<file path="src/rtl/gclp_pkg.sv">
// ----------------------------------------------------------------------------
// gclp_pkg
// Shared types and constants for the G-code line word parser.
// ----------------------------------------------------------------------------
package gclp_pkg;

  // Fixed width of the value fields on the result channel
  localparam int OUT_W = 32;

  // Letter codes of a pending word
  localparam logic [2:0] LTR_G = 3'd0;
  localparam logic [2:0] LTR_M = 3'd1;
  localparam logic [2:0] LTR_X = 3'd2;
  localparam logic [2:0] LTR_Y = 3'd3;
  localparam logic [2:0] LTR_Z = 3'd4;
  localparam logic [2:0] LTR_W = 3'd5;
  localparam logic [2:0] LTR_F = 3'd6;

  // Characters of interest
  localparam logic [7:0] CH_NUL   = 8'h00;
  localparam logic [7:0] CH_TAB   = 8'h09;
  localparam logic [7:0] CH_LF    = 8'h0A;
  localparam logic [7:0] CH_VT    = 8'h0B;
  localparam logic [7:0] CH_FF    = 8'h0C;
  localparam logic [7:0] CH_CR    = 8'h0D;
  localparam logic [7:0] CH_SPACE = 8'h20;
  localparam logic [7:0] CH_LPAR  = 8'h28;
  localparam logic [7:0] CH_PLUS  = 8'h2B;
  localparam logic [7:0] CH_MINUS = 8'h2D;
  localparam logic [7:0] CH_POINT = 8'h2E;
  localparam logic [7:0] CH_ZERO  = 8'h30;
  localparam logic [7:0] CH_NINE  = 8'h39;
  localparam logic [7:0] CH_SEMI  = 8'h3B;
  localparam logic [7:0] CH_QUERY = 8'h3F;
  localparam logic [7:0] CH_UP_F  = 8'h46;
  localparam logic [7:0] CH_UP_G  = 8'h47;
  localparam logic [7:0] CH_UP_M  = 8'h4D;
  localparam logic [7:0] CH_UP_W  = 8'h57;
  localparam logic [7:0] CH_UP_X  = 8'h58;
  localparam logic [7:0] CH_UP_Y  = 8'h59;
  localparam logic [7:0] CH_UP_Z  = 8'h5A;
  localparam logic [7:0] CH_LO_A  = 8'h61;
  localparam logic [7:0] CH_LO_Z  = 8'h7A;
  localparam logic [7:0] CASE_OFS = 8'h20;

  // Command flag bits
  localparam int FLG_HOME  = 0;
  localparam int FLG_QUERY = 1;
  localparam int FLG_PROBE = 2;
  localparam int FLG_PZERO = 3;

  // Control from the parser sequencer to the number accumulator
  typedef struct packed {
    logic       en;        // state advances this cycle
    logic       clr;       // start of a new number
    logic       dig_int;   // integer digit
    logic       dig_frac;  // fraction digit
    logic [3:0] digit;
  } num_ctl_t;

  // Decoded view of the number held, for committing a G or M word
  typedef struct packed {
    logic [7:0] low8;      // integer part, low byte (magnitude)
    logic       is_28;
    logic       near_382;
    logic       near_383;
  } num_stat_t;

  // Powers of ten, for elaboration-time constants only
  function automatic longint unsigned pow10(input int n);
    longint unsigned r;
    r = 1;
    for (int i = 0; i < n; i++) r = r * 10;
    return r;
  endfunction

endpackage

</file>
<file path="src/rtl/gclp_num_acc.sv">
// ----------------------------------------------------------------------------
// gclp_num_acc
// Fixed-point decimal accumulator: keeps the magnitude already scaled to
// FRAC_DIGITS fraction digits and saturated, plus the integer part's low
// byte and a capped copy for the G code checks.
// ----------------------------------------------------------------------------
module gclp_num_acc import gclp_pkg::*; #(
  parameter int FRAC_DIGITS = 3,
  parameter int VALUE_WIDTH = 32
) (
  input  logic                   clk,
  input  logic                   rst_n,
  input  num_ctl_t               ctl,
  output logic [VALUE_WIDTH-1:0] mag,
  output num_stat_t              stat
);

  localparam int AW = VALUE_WIDTH + 5;
  localparam int SW = $clog2(FRAC_DIGITS + 1);
  localparam logic [AW-1:0] MAX_MAG  = (AW'(1) << (VALUE_WIDTH - 1)) - AW'(1);
  localparam logic [AW-1:0] SCALE    = AW'(pow10(FRAC_DIGITS));
  localparam logic [AW-1:0] TOL      = (SCALE - AW'(1)) / AW'(20);
  localparam logic [AW-1:0] C382     = AW'(382) * SCALE / AW'(10);
  localparam logic [AW-1:0] C383     = AW'(383) * SCALE / AW'(10);
  localparam logic [AW-1:0] SAT_IP   = MAX_MAG / SCALE;
  localparam logic [7:0]    SAT_LOW  = SAT_IP[7:0];
  localparam logic          SAT_28   = (SAT_IP == AW'(28));
  localparam logic [5:0]    IC_CAP   = 6'd63;

  logic [VALUE_WIDTH-1:0] s_r, s_nxt, base_s;
  logic [SW-1:0]          seen_r, seen_nxt, base_seen;
  logic [7:0]             i8_r, i8_nxt, base_i8;
  logic [5:0]             ic_r, ic_nxt, base_ic;
  logic [AW-1:0]          frac_w [FRAC_DIGITS+1];
  logic [AW-1:0]          cand, s_ext;
  logic [9:0]             ic_sum;
  logic                   sat;

  // weight of the next fraction digit, by digits already seen
  for (genvar k = 0; k <= FRAC_DIGITS; k++) begin : g_fw
    if (k < FRAC_DIGITS) begin : g_live
      assign frac_w[k] = AW'(pow10(FRAC_DIGITS - 1 - k));
    end else begin : g_end
      assign frac_w[k] = '0;
    end
  end

  always_comb begin
    base_s    = ctl.clr ? '0 : s_r;
    base_seen = ctl.clr ? '0 : seen_r;
    base_i8   = ctl.clr ? '0 : i8_r;
    base_ic   = ctl.clr ? '0 : ic_r;
    s_nxt     = base_s;
    seen_nxt  = base_seen;
    i8_nxt    = base_i8;
    ic_nxt    = base_ic;
    cand      = AW'(base_s);
    ic_sum    = 10'(base_ic) * 10'd10 + 10'(ctl.digit);
    if (ctl.dig_int) begin
      cand   = (AW'(base_s) << 3) + (AW'(base_s) << 1) + AW'(ctl.digit) * SCALE;
      i8_nxt = 8'(base_i8 * 8'd10 + 8'(ctl.digit));
      ic_nxt = (ic_sum > 10'(IC_CAP)) ? IC_CAP : ic_sum[5:0];
    end else if (ctl.dig_frac && (base_seen < SW'(FRAC_DIGITS))) begin
      cand     = AW'(base_s) + AW'(ctl.digit) * frac_w[base_seen];
      seen_nxt = base_seen + SW'(1);
    end
    s_nxt = (cand > MAX_MAG) ? MAX_MAG[VALUE_WIDTH-1:0] : cand[VALUE_WIDTH-1:0];
  end

  always_ff @(posedge clk) begin
    if (!rst_n) begin
      s_r    <= '0;
      seen_r <= '0;
      i8_r   <= '0;
      ic_r   <= '0;
    end else if (ctl.en) begin
      s_r    <= s_nxt;
      seen_r <= seen_nxt;
      i8_r   <= i8_nxt;
      ic_r   <= ic_nxt;
    end
  end

  // a saturated magnitude has a fixed integer part
  assign sat   = (s_r == MAX_MAG[VALUE_WIDTH-1:0]);
  assign s_ext = AW'(s_r);
  assign mag   = s_r;

  always_comb begin
    stat.low8     = sat ? SAT_LOW : i8_r;
    stat.is_28    = sat ? SAT_28 : (ic_r == 6'd28);
    stat.near_382 = (s_ext >= C382 - TOL) && (s_ext <= C382 + TOL);
    stat.near_383 = (s_ext >= C383 - TOL) && (s_ext <= C383 + TOL);
  end

endmodule

</file>
<file path="src/rtl/gcode_line_word_parser_top.sv">
// ----------------------------------------------------------------------------
// gcode_line_word_parser_top
// Streaming G-code line parser: one character per item in, one item out per
// line end carrying the line's last G/M codes, axis and feed values (in
// 10^-FRAC_DIGITS units), presence bits and command flags.
//
//   channel | ports                            | item
//   --------+----------------------------------+-------------------------------
//   in      | in_valid, in_stall, in_char_in   | one received character
//   out     | out_valid, out_stall, out_*      | fields of one finished line
//
// Flow: one character per clock while in_stall is low. A character is held in
// the input register, is parsed in a single pass against the line state and
// the number accumulator, and a line result lands in the output register on
// the same edge as the line state takes the line end.
// Reset: synchronous, active low; clears parse phase and line state at once.
// Stalls: a result waits in the output register under out_stall while later
// characters keep flowing; in_stall rises only when another line end meets
// that still-held result.
// ----------------------------------------------------------------------------
module gcode_line_word_parser_top import gclp_pkg::*; #(
  parameter int FRAC_DIGITS = 3,
  parameter int VALUE_WIDTH = 32
) (
  input  logic                    clk,
  input  logic                    rst_n,
  // character channel
  input  logic                    in_valid,
  output logic                    in_stall,
  input  logic [7:0]              in_char_in,
  // line result channel
  output logic                    out_valid,
  input  logic                    out_stall,
  output logic                    out_line_valid,
  output logic [7:0]              out_g_code,
  output logic [7:0]              out_m_code,
  output logic signed [OUT_W-1:0] out_x_pos,
  output logic signed [OUT_W-1:0] out_y_pos,
  output logic signed [OUT_W-1:0] out_z_pos,
  output logic signed [OUT_W-1:0] out_w_pos,
  output logic signed [OUT_W-1:0] out_feed_rate,
  output logic [3:0]              out_axis_present,
  output logic [3:0]              out_command_flags
);

  typedef enum logic [2:0] {
    PH_SCAN, PH_LETTER, PH_BLANK, PH_SIGN, PH_DOT, PH_INT, PH_FRAC, PH_COMMENT
  } phase_t;

  // input register
  logic [7:0] char_r;
  logic       char_v_r;

  // line state
  phase_t     phase_r, phase_nxt;
  logic       neg_r, neg_nxt;
  logic [2:0] letter_r, letter_nxt;
  logic       seen_r, seen_nxt;
  logic [7:0] g_r, g_nxt, m_r, m_nxt;
  logic [OUT_W-1:0] axis_r [4];
  logic [OUT_W-1:0] axis_nxt [4];
  logic [OUT_W-1:0] feed_r, feed_nxt;
  logic [3:0] aseen_r, aseen_nxt;
  logic [3:0] cmd_r, cmd_nxt;

  // output register
  logic             out_v_r;
  logic             o_lv_r;
  logic [7:0]       o_g_r, o_m_r;
  logic [OUT_W-1:0] o_axis_r [4];
  logic [OUT_W-1:0] o_feed_r;
  logic [3:0]       o_aseen_r, o_cmd_r;

  // snapshot taken at a line end, before the line is cleared
  logic             s_lv;
  logic [7:0]       s_g, s_m;
  logic [OUT_W-1:0] s_axis [4];
  logic [OUT_W-1:0] s_feed;
  logic [3:0]       s_aseen, s_cmd;

  num_ctl_t               ctl;
  num_stat_t              stat;
  logic [VALUE_WIDTH-1:0] mag, mag_sgn;
  logic [63:0]            val64;
  logic [OUT_W-1:0]       val32;
  logic [7:0]             low8;

  logic [7:0] c, u;
  logic       is_digit, is_term, is_blank, is_crlf, starts_num;
  logic       emit, do_scan, do_commit, advance, accept;

  gclp_num_acc #(
    .FRAC_DIGITS(FRAC_DIGITS),
    .VALUE_WIDTH(VALUE_WIDTH)
  ) u_num (
    .clk  (clk),
    .rst_n(rst_n),
    .ctl  (ctl),
    .mag  (mag),
    .stat (stat)
  );

  // character classes
  assign c          = char_r;
  assign u          = ((c >= CH_LO_A) && (c <= CH_LO_Z)) ? c - CASE_OFS : c;
  assign is_digit   = (c >= CH_ZERO) && (c <= CH_NINE);
  assign is_term    = (c == CH_NUL) || (c == CH_CR) || (c == CH_LF);
  assign is_crlf    = (c == CH_CR) || (c == CH_LF);
  assign is_blank   = (c == CH_SPACE) || (c == CH_TAB) || (c == CH_VT) || (c == CH_FF);
  assign starts_num = is_digit || (c == CH_PLUS) || (c == CH_MINUS) || (c == CH_POINT);

  // signed value of the number being committed, as seen on a 32-bit field
  assign mag_sgn = neg_r ? VALUE_WIDTH'(0) - mag : mag;
  assign val64   = 64'(signed'(mag_sgn));
  assign val32   = val64[OUT_W-1:0];
  assign low8    = neg_r ? 8'(8'd0 - stat.low8) : stat.low8;

  always_comb begin
    phase_nxt  = phase_r;
    neg_nxt    = neg_r;
    letter_nxt = letter_r;
    seen_nxt   = seen_r;
    g_nxt      = g_r;
    m_nxt      = m_r;
    axis_nxt   = axis_r;
    feed_nxt   = feed_r;
    aseen_nxt  = aseen_r;
    cmd_nxt    = cmd_r;
    ctl        = '0;
    ctl.digit  = c[3:0];
    emit       = 1'b0;
    do_scan    = 1'b0;
    do_commit  = 1'b0;

    case (phase_r)
      PH_COMMENT: begin
        emit = is_term;
      end
      PH_LETTER: begin
        if (c == CH_NUL) begin
          emit = 1'b1;
        end else begin
          // a number start attempt always clears the accumulator and sign
          ctl.clr = 1'b1;
          neg_nxt = (c == CH_MINUS);
          if (is_digit) begin
            ctl.dig_int = 1'b1;
            phase_nxt   = PH_INT;
          end else if ((c == CH_PLUS) || (c == CH_MINUS)) begin
            phase_nxt = PH_SIGN;
          end else if (c == CH_POINT) begin
            phase_nxt = PH_DOT;
          end else begin
            // character after a bare letter is dropped
            phase_nxt = (is_blank || is_crlf) ? PH_BLANK : PH_SCAN;
          end
        end
      end
      PH_BLANK: begin
        if (is_blank) begin
          phase_nxt = PH_BLANK;
        end else if (starts_num) begin
          ctl.clr = 1'b1;
          neg_nxt = (c == CH_MINUS);
          if (is_digit) begin
            ctl.dig_int = 1'b1;
            phase_nxt   = PH_INT;
          end else if (c == CH_POINT) begin
            phase_nxt = PH_DOT;
          end else begin
            phase_nxt = PH_SIGN;
          end
        end else begin
          do_scan = 1'b1;
        end
      end
      PH_SIGN: begin
        if (is_digit) begin
          ctl.dig_int = 1'b1;
          phase_nxt   = PH_INT;
        end else if (c == CH_POINT) begin
          phase_nxt = PH_DOT;
        end else begin
          do_scan = 1'b1;
        end
      end
      PH_DOT: begin
        if (is_digit) begin
          ctl.dig_frac = 1'b1;
          phase_nxt    = PH_FRAC;
        end else begin
          do_scan = 1'b1;
        end
      end
      PH_INT: begin
        if (is_digit) begin
          ctl.dig_int = 1'b1;
        end else if (c == CH_POINT) begin
          phase_nxt = PH_FRAC;
        end else begin
          do_commit = 1'b1;
          do_scan   = 1'b1;
        end
      end
      PH_FRAC: begin
        if (is_digit) begin
          ctl.dig_frac = 1'b1;
        end else begin
          do_commit = 1'b1;
          do_scan   = 1'b1;
        end
      end
      default: begin
        do_scan = 1'b1;
      end
    endcase

    // word finished: store it under its letter
    if (do_commit) begin
      case (letter_r)
        LTR_G: begin
          g_nxt = low8;
          if (!neg_r && stat.is_28)    cmd_nxt[FLG_HOME]  = 1'b1;
          if (!neg_r && stat.near_382) cmd_nxt[FLG_PROBE] = 1'b1;
          if (!neg_r && stat.near_383) begin
            cmd_nxt[FLG_PROBE] = 1'b1;
            cmd_nxt[FLG_PZERO] = 1'b1;
          end
        end
        LTR_M: m_nxt = low8;
        LTR_X, LTR_Y, LTR_Z, LTR_W: begin
          axis_nxt[letter_r[1:0] - 2'd2]  = val32;
          aseen_nxt[letter_r[1:0] - 2'd2] = 1'b1;
        end
        default: feed_nxt = val32;
      endcase
      seen_nxt = 1'b1;
    end

    // fresh character (also a reprocessed one)
    if (do_scan) begin
      phase_nxt = PH_SCAN;
      if (is_term) begin
        emit = 1'b1;
      end else if ((c == CH_SEMI) || (c == CH_LPAR)) begin
        phase_nxt = PH_COMMENT;
      end else if (c == CH_QUERY) begin
        cmd_nxt[FLG_QUERY] = 1'b1;
        seen_nxt           = 1'b1;
      end else begin
        case (u)
          CH_UP_G: begin letter_nxt = LTR_G; phase_nxt = PH_LETTER; end
          CH_UP_M: begin letter_nxt = LTR_M; phase_nxt = PH_LETTER; end
          CH_UP_X: begin letter_nxt = LTR_X; phase_nxt = PH_LETTER; end
          CH_UP_Y: begin letter_nxt = LTR_Y; phase_nxt = PH_LETTER; end
          CH_UP_Z: begin letter_nxt = LTR_Z; phase_nxt = PH_LETTER; end
          CH_UP_W: begin letter_nxt = LTR_W; phase_nxt = PH_LETTER; end
          CH_UP_F: begin letter_nxt = LTR_F; phase_nxt = PH_LETTER; end
          default: ;
        endcase
      end
    end

    s_lv    = seen_nxt;
    s_g     = g_nxt;
    s_m     = m_nxt;
    s_axis  = axis_nxt;
    s_feed  = feed_nxt;
    s_aseen = aseen_nxt;
    s_cmd   = cmd_nxt;

    // line end: clear everything for the next line
    if (emit) begin
      phase_nxt  = PH_SCAN;
      neg_nxt    = 1'b0;
      letter_nxt = LTR_G;
      seen_nxt   = 1'b0;
      g_nxt      = '0;
      m_nxt      = '0;
      axis_nxt   = '{default: '0};
      feed_nxt   = '0;
      aseen_nxt  = '0;
      cmd_nxt    = '0;
      ctl.clr    = 1'b1;
    end

    // same condition as advance, formed here from emit
    ctl.en = char_v_r && !(emit && out_v_r && out_stall);
  end

  // held character moves on unless its result has nowhere to go
  assign advance   = char_v_r && !(emit && out_v_r && out_stall);
  assign in_stall  = char_v_r && emit && out_v_r && out_stall;
  assign accept    = in_valid && !in_stall;

  always_ff @(posedge clk) begin
    if (!rst_n) begin
      char_v_r <= 1'b0;
      out_v_r  <= 1'b0;
      phase_r  <= PH_SCAN;
      neg_r    <= 1'b0;
      letter_r <= LTR_G;
      seen_r   <= 1'b0;
      g_r      <= '0;
      m_r      <= '0;
      axis_r   <= '{default: '0};
      feed_r   <= '0;
      aseen_r  <= '0;
      cmd_r    <= '0;
    end else begin
      if (accept) begin
        char_r   <= in_char_in;
        char_v_r <= 1'b1;
      end else if (advance) begin
        char_v_r <= 1'b0;
      end

      if (advance) begin
        phase_r  <= phase_nxt;
        neg_r    <= neg_nxt;
        letter_r <= letter_nxt;
        seen_r   <= seen_nxt;
        g_r      <= g_nxt;
        m_r      <= m_nxt;
        axis_r   <= axis_nxt;
        feed_r   <= feed_nxt;
        aseen_r  <= aseen_nxt;
        cmd_r    <= cmd_nxt;
      end

      if (advance && emit) begin
        out_v_r   <= 1'b1;
        o_lv_r    <= s_lv;
        o_g_r     <= s_g;
        o_m_r     <= s_m;
        o_axis_r  <= s_axis;
        o_feed_r  <= s_feed;
        o_aseen_r <= s_aseen;
        o_cmd_r   <= s_cmd;
      end else if (!out_stall) begin
        out_v_r <= 1'b0;
      end
    end
  end

  assign out_valid         = out_v_r;
  assign out_line_valid    = o_lv_r;
  assign out_g_code        = o_g_r;
  assign out_m_code        = o_m_r;
  assign out_x_pos         = o_axis_r[0];
  assign out_y_pos         = o_axis_r[1];
  assign out_z_pos         = o_axis_r[2];
  assign out_w_pos         = o_axis_r[3];
  assign out_feed_rate     = o_feed_r;
  assign out_axis_present  = o_aseen_r;
  assign out_command_flags = o_cmd_r;

endmodule

</file>
<file path="config.mk">
export PLATFORM = sky130hd
export DESIGN_NAME = gcode_line_word_parser_top
export DESIGN_NICKNAME = d
export VERILOG_FILES = /design/src/rtl/gclp_pkg.sv /design/src/rtl/gclp_num_acc.sv /design/src/rtl/gcode_line_word_parser_top.sv
export SDC_FILE = /design/constraint.sdc
export NUM_CORES = 1
export LEC_CHECK = 0
export BUFFER_PORTS_ARGS = -buffer_cell sky130_fd_sc_hd__buf_2
export CAP_MARGIN = 10
export CORE_MARGIN = 3
export CORE_UTILIZATION = 40
export CTS_CLUSTER_DIAMETER = 150
export DETAILED_ROUTE_END_ITERATION = 6
export SLEW_MARGIN = 20
export SYNTH_ARGS = -nofsm -noshare
export SYNTH_HDL_FRONTEND = slang
export SYNTH_SLANG_ARGS = --single-unit
</file>
<file path="constraint.sdc">
create_clock -name clk -period 19.1 [get_ports clk]
set_input_delay 0.955 -clock clk [delete_from_list [all_inputs] [get_ports clk]]
set_output_delay 0.955 -clock clk [all_outputs]
set_load 0.02 [all_outputs]
</file>
==> results.json <==
{
  "tightest_slew_ns": 1.180,
  "cts_resized": 0,
  "n_antenna_cell": 0,
  "grt_pass1_vias": 20000,
  "cts_hold_buf": 0,
  "gp_congestion": 0.9260,
  "clock_latency_ns": 0.59,
  "clock_tree.root_cell": "clkbuf_16",
  "powerDensity_nw_per_um2": 76.01,
  "syn_inst": 2693,
  "fmax_ghz": 0.1132,
  "setup.worst_path.start_class": "register",
  "synth_top_area_share": 0.2316,
  "die_area_um2": 65600,
  "die_x_um": 256.1,
  "ys_ff_latch": 435,
  "synth_area_per_cell_um2": 9.293,
  "cts_setup_buffers": 0,
  "h-tree-depth": 2,
  "io_buffers": 198,
  "outcome": "finished, final reports clean",
  "wl_per_cell_um": 20.10,
  "grt_pass1_wl_um": 113700,
  "drc": 0,
  "crit_type": "register to register",
  "setup_viol": 0,
  "ys.flop_type": "dfxtp_1",
  "maxSlewViolCount": 0,
  "cts_tree": "done",
  "yosysWarnings": 0,
  "drtAntennaViolNets": 0,
  "clock_tree.buffer_depth": 3,
  "busiest_layer": "met2",
  "synth_edf_count": 193,
  "arrival_ns": 9.26,
  "fin_crit_sh": 0.4624,
  "initial_core_util": 0.4048,
  "yosysTopAreaCell": "edfxtp_1",
  "p_leak_nw": 9.861,
  "ys_top_cells_by_count": "nand2_1 (287), dfxtp_1 (242), nor2b_1 (208), o21ai_0 (195), edfxtp_1 (193)",
  "postPlaceCellArea_um2": 26390,
  "totalNegativeSetupSlack_ns": 0,
  "drt-total-wl_um": 73310,
  "grt_max_degree": 182,
  "pre_cts_ws_ns": 10.38,
  "slowest_stage": "edfxtp_1",
  "cp_common_cell": "inv_1",
  "design.core.area_um2": 61830,
  "drive_above_1_share": 0.1416,
  "ys_top_cells_by_area": "edfxtp_1 (23%), dfxtp_1 (19%), ha_1 (5.7%)",
  "finalClockSkew_ns": 0.02966,
  "dr.pass1.iters": 6,
  "fin_total_pwr_mw": 2.124,
  "syn_area_um2": 25030,
  "vias": 20520,
  "slew_headroom": 0.2034,
  "whs_ns": 0.4622,
  "rsz0062_at_grt": "no",
  "grt-ovfl-total": 0,
  "die_h_um": 256.1,
  "end_kind": "register",
  "synth.most_common_cell": "nand2_1",
  "fin_nets": 2924,
  "setup_ws_ns": 10.27,
  "grtUsageTotal": 0.2150,
  "critPathMaxStageDelay_ns": 0.64,
  "dp_hpwl_um": 52230,
  "max-cap-violations": 0,
  "syn-num-nets": 2847,
  "row_count": 91,
  "seq_area_frac_synth": 0.4252,
  "grt_util_met1": 0.2746,
  "hold_violations": 0,
  "use_met3": 0.02711,
  "period_minus_slack_ns": 8.832,
  "antenna_found_initial": 0,
  "cts_buffers": 48,
  "fin_area_um2": 27940,
  "vdd_drop_max_uv": 55.21,
  "first_iter_violations": 1648,
  "async_reset_ff_frac": 0,
  "routed_via_density": 5.626,
  "clock-sinks": 435,
  "area_delta_synth_final_pct": 11.66,
  "nFillCells": 5845,
  "boundaryPins": 199,
  "clkTransAtPathRegs_ns": 0.06,
  "synth.distinct_cells": 115,
  "required_ns": 19.53,
  "met2_usage": 0.3738,
  "path_max_fanout": 56,
  "hold_path_class": "register to register"
}
## kinds of logic (layout without fill, tap and decap cells)
| group | Yosys count | count (layout) | share of synthesized area |
|---|---|---|---|
| buf+inv | 290 | 407 | 0.05129 |
| flops | 435 | 435 | 0.4252 |
| simple gates | 912 | 912 | 0.1891 |
| compound gates | 794 | 794 | 0.2115 |
| fa+ha+maj | 143 | 143 | 0.07949 |
| mux | 10 | 10 | 0.004150 |
| xor+xnor | 109 | 109 | 0.03935 |
## layout by cell type, fill, tap and decap left out, drive strengths merged, types with 16 or more instances in the layout
cell type  count
buf          216
clkinv        20
nand2        288
a21o          22
nor3          36
xor2          51
nor2         140
nand2b        18
nand3         38
edfxtp       193
nor2b        208
o21a          16
nand4         24
and3          18
dfxtp        242
a21oi        191
a22oi        189
inv          104
ha           115
xnor2         58
and2          55
clkbuf        61
o21ai        221
fa            27
o221ai        21
## path summary, 6_finish.rpt
kind | slack [ns] | endpoint | startpoint | cells after the start
max | 10.27 | u_num.mag[9]$_SDFFE_PN0P_ | c[2]$_DFFE_PP_ | 29
min | 0.46 | aseen_r[3]$_SDFFE_PN0P_ | aseen_r[3]$_SDFFE_PN0P_ | 2
max reg2reg | 10.27 | u_num.mag[9]$_SDFFE_PN0P_ | c[2]$_DFFE_PP_ | 29
min reg2reg | 0.46 | aseen_r[3]$_SDFFE_PN0P_ | aseen_r[3]$_SDFFE_PN0P_ | 2
## critical path, delay by kind of cell (launching register included)
kind            cells  cell delay, ns
buf+inv             5            1.03
fa+ha+maj           6            2.25
simple gates        7            1.94
compound gates     11            2.79
flops               1            0.64
## sequential cells by signal, summed over array words and instances, names as in the netlist, 8 cells and up
signal,count
axis_r,128
feed_r,32
out_m_code,8
out_w_pos,32
u_num.i8_r,8
m_r,8
out_x_pos,32
out_y_pos,32
c,8
out_z_pos,32
out_g_code,8
g_r,8
u_num.mag,32
out_feed_rate,32
## cell type report
class | count | area, µm² | share of cell area
inverter | 101 | 379.1 | 0.01357
timing repair buffer | 216 | 1145 | 0.04097
tap | 837 | 1047 | 0.03748
clock inverter | 29 | 242.7 | 0.008686
sequential | 435 | 10640 | 0.3808
multi-input combinational | 1968 | 13180 | 0.4716
clock buffer | 61 | 1311 | 0.04692
## power by group
part,internal [mW],switching [mW]
clock,0.518,0.394
sequential,0.968,0.0108
combinational,0.0802,0.153
## metal layers
metal | routed length (µm) | up-vias
li1 | - | 9814
met3 | 3071 | 129
met2 | 35520 | 520
met5 | 0 | -
met4 | 2461 | 0
met1 | 32260 | 10050
## per-stage QoR
step	std cells	utilization
floorplan	2693	-
global route	3647	0.4520
detailed placement	3557	0.4268
finish	3647	0.4520
CTS	3647	0.4519
global placement	3557	0.4268
Note: power is estimated with default switching activity, not from simulation.
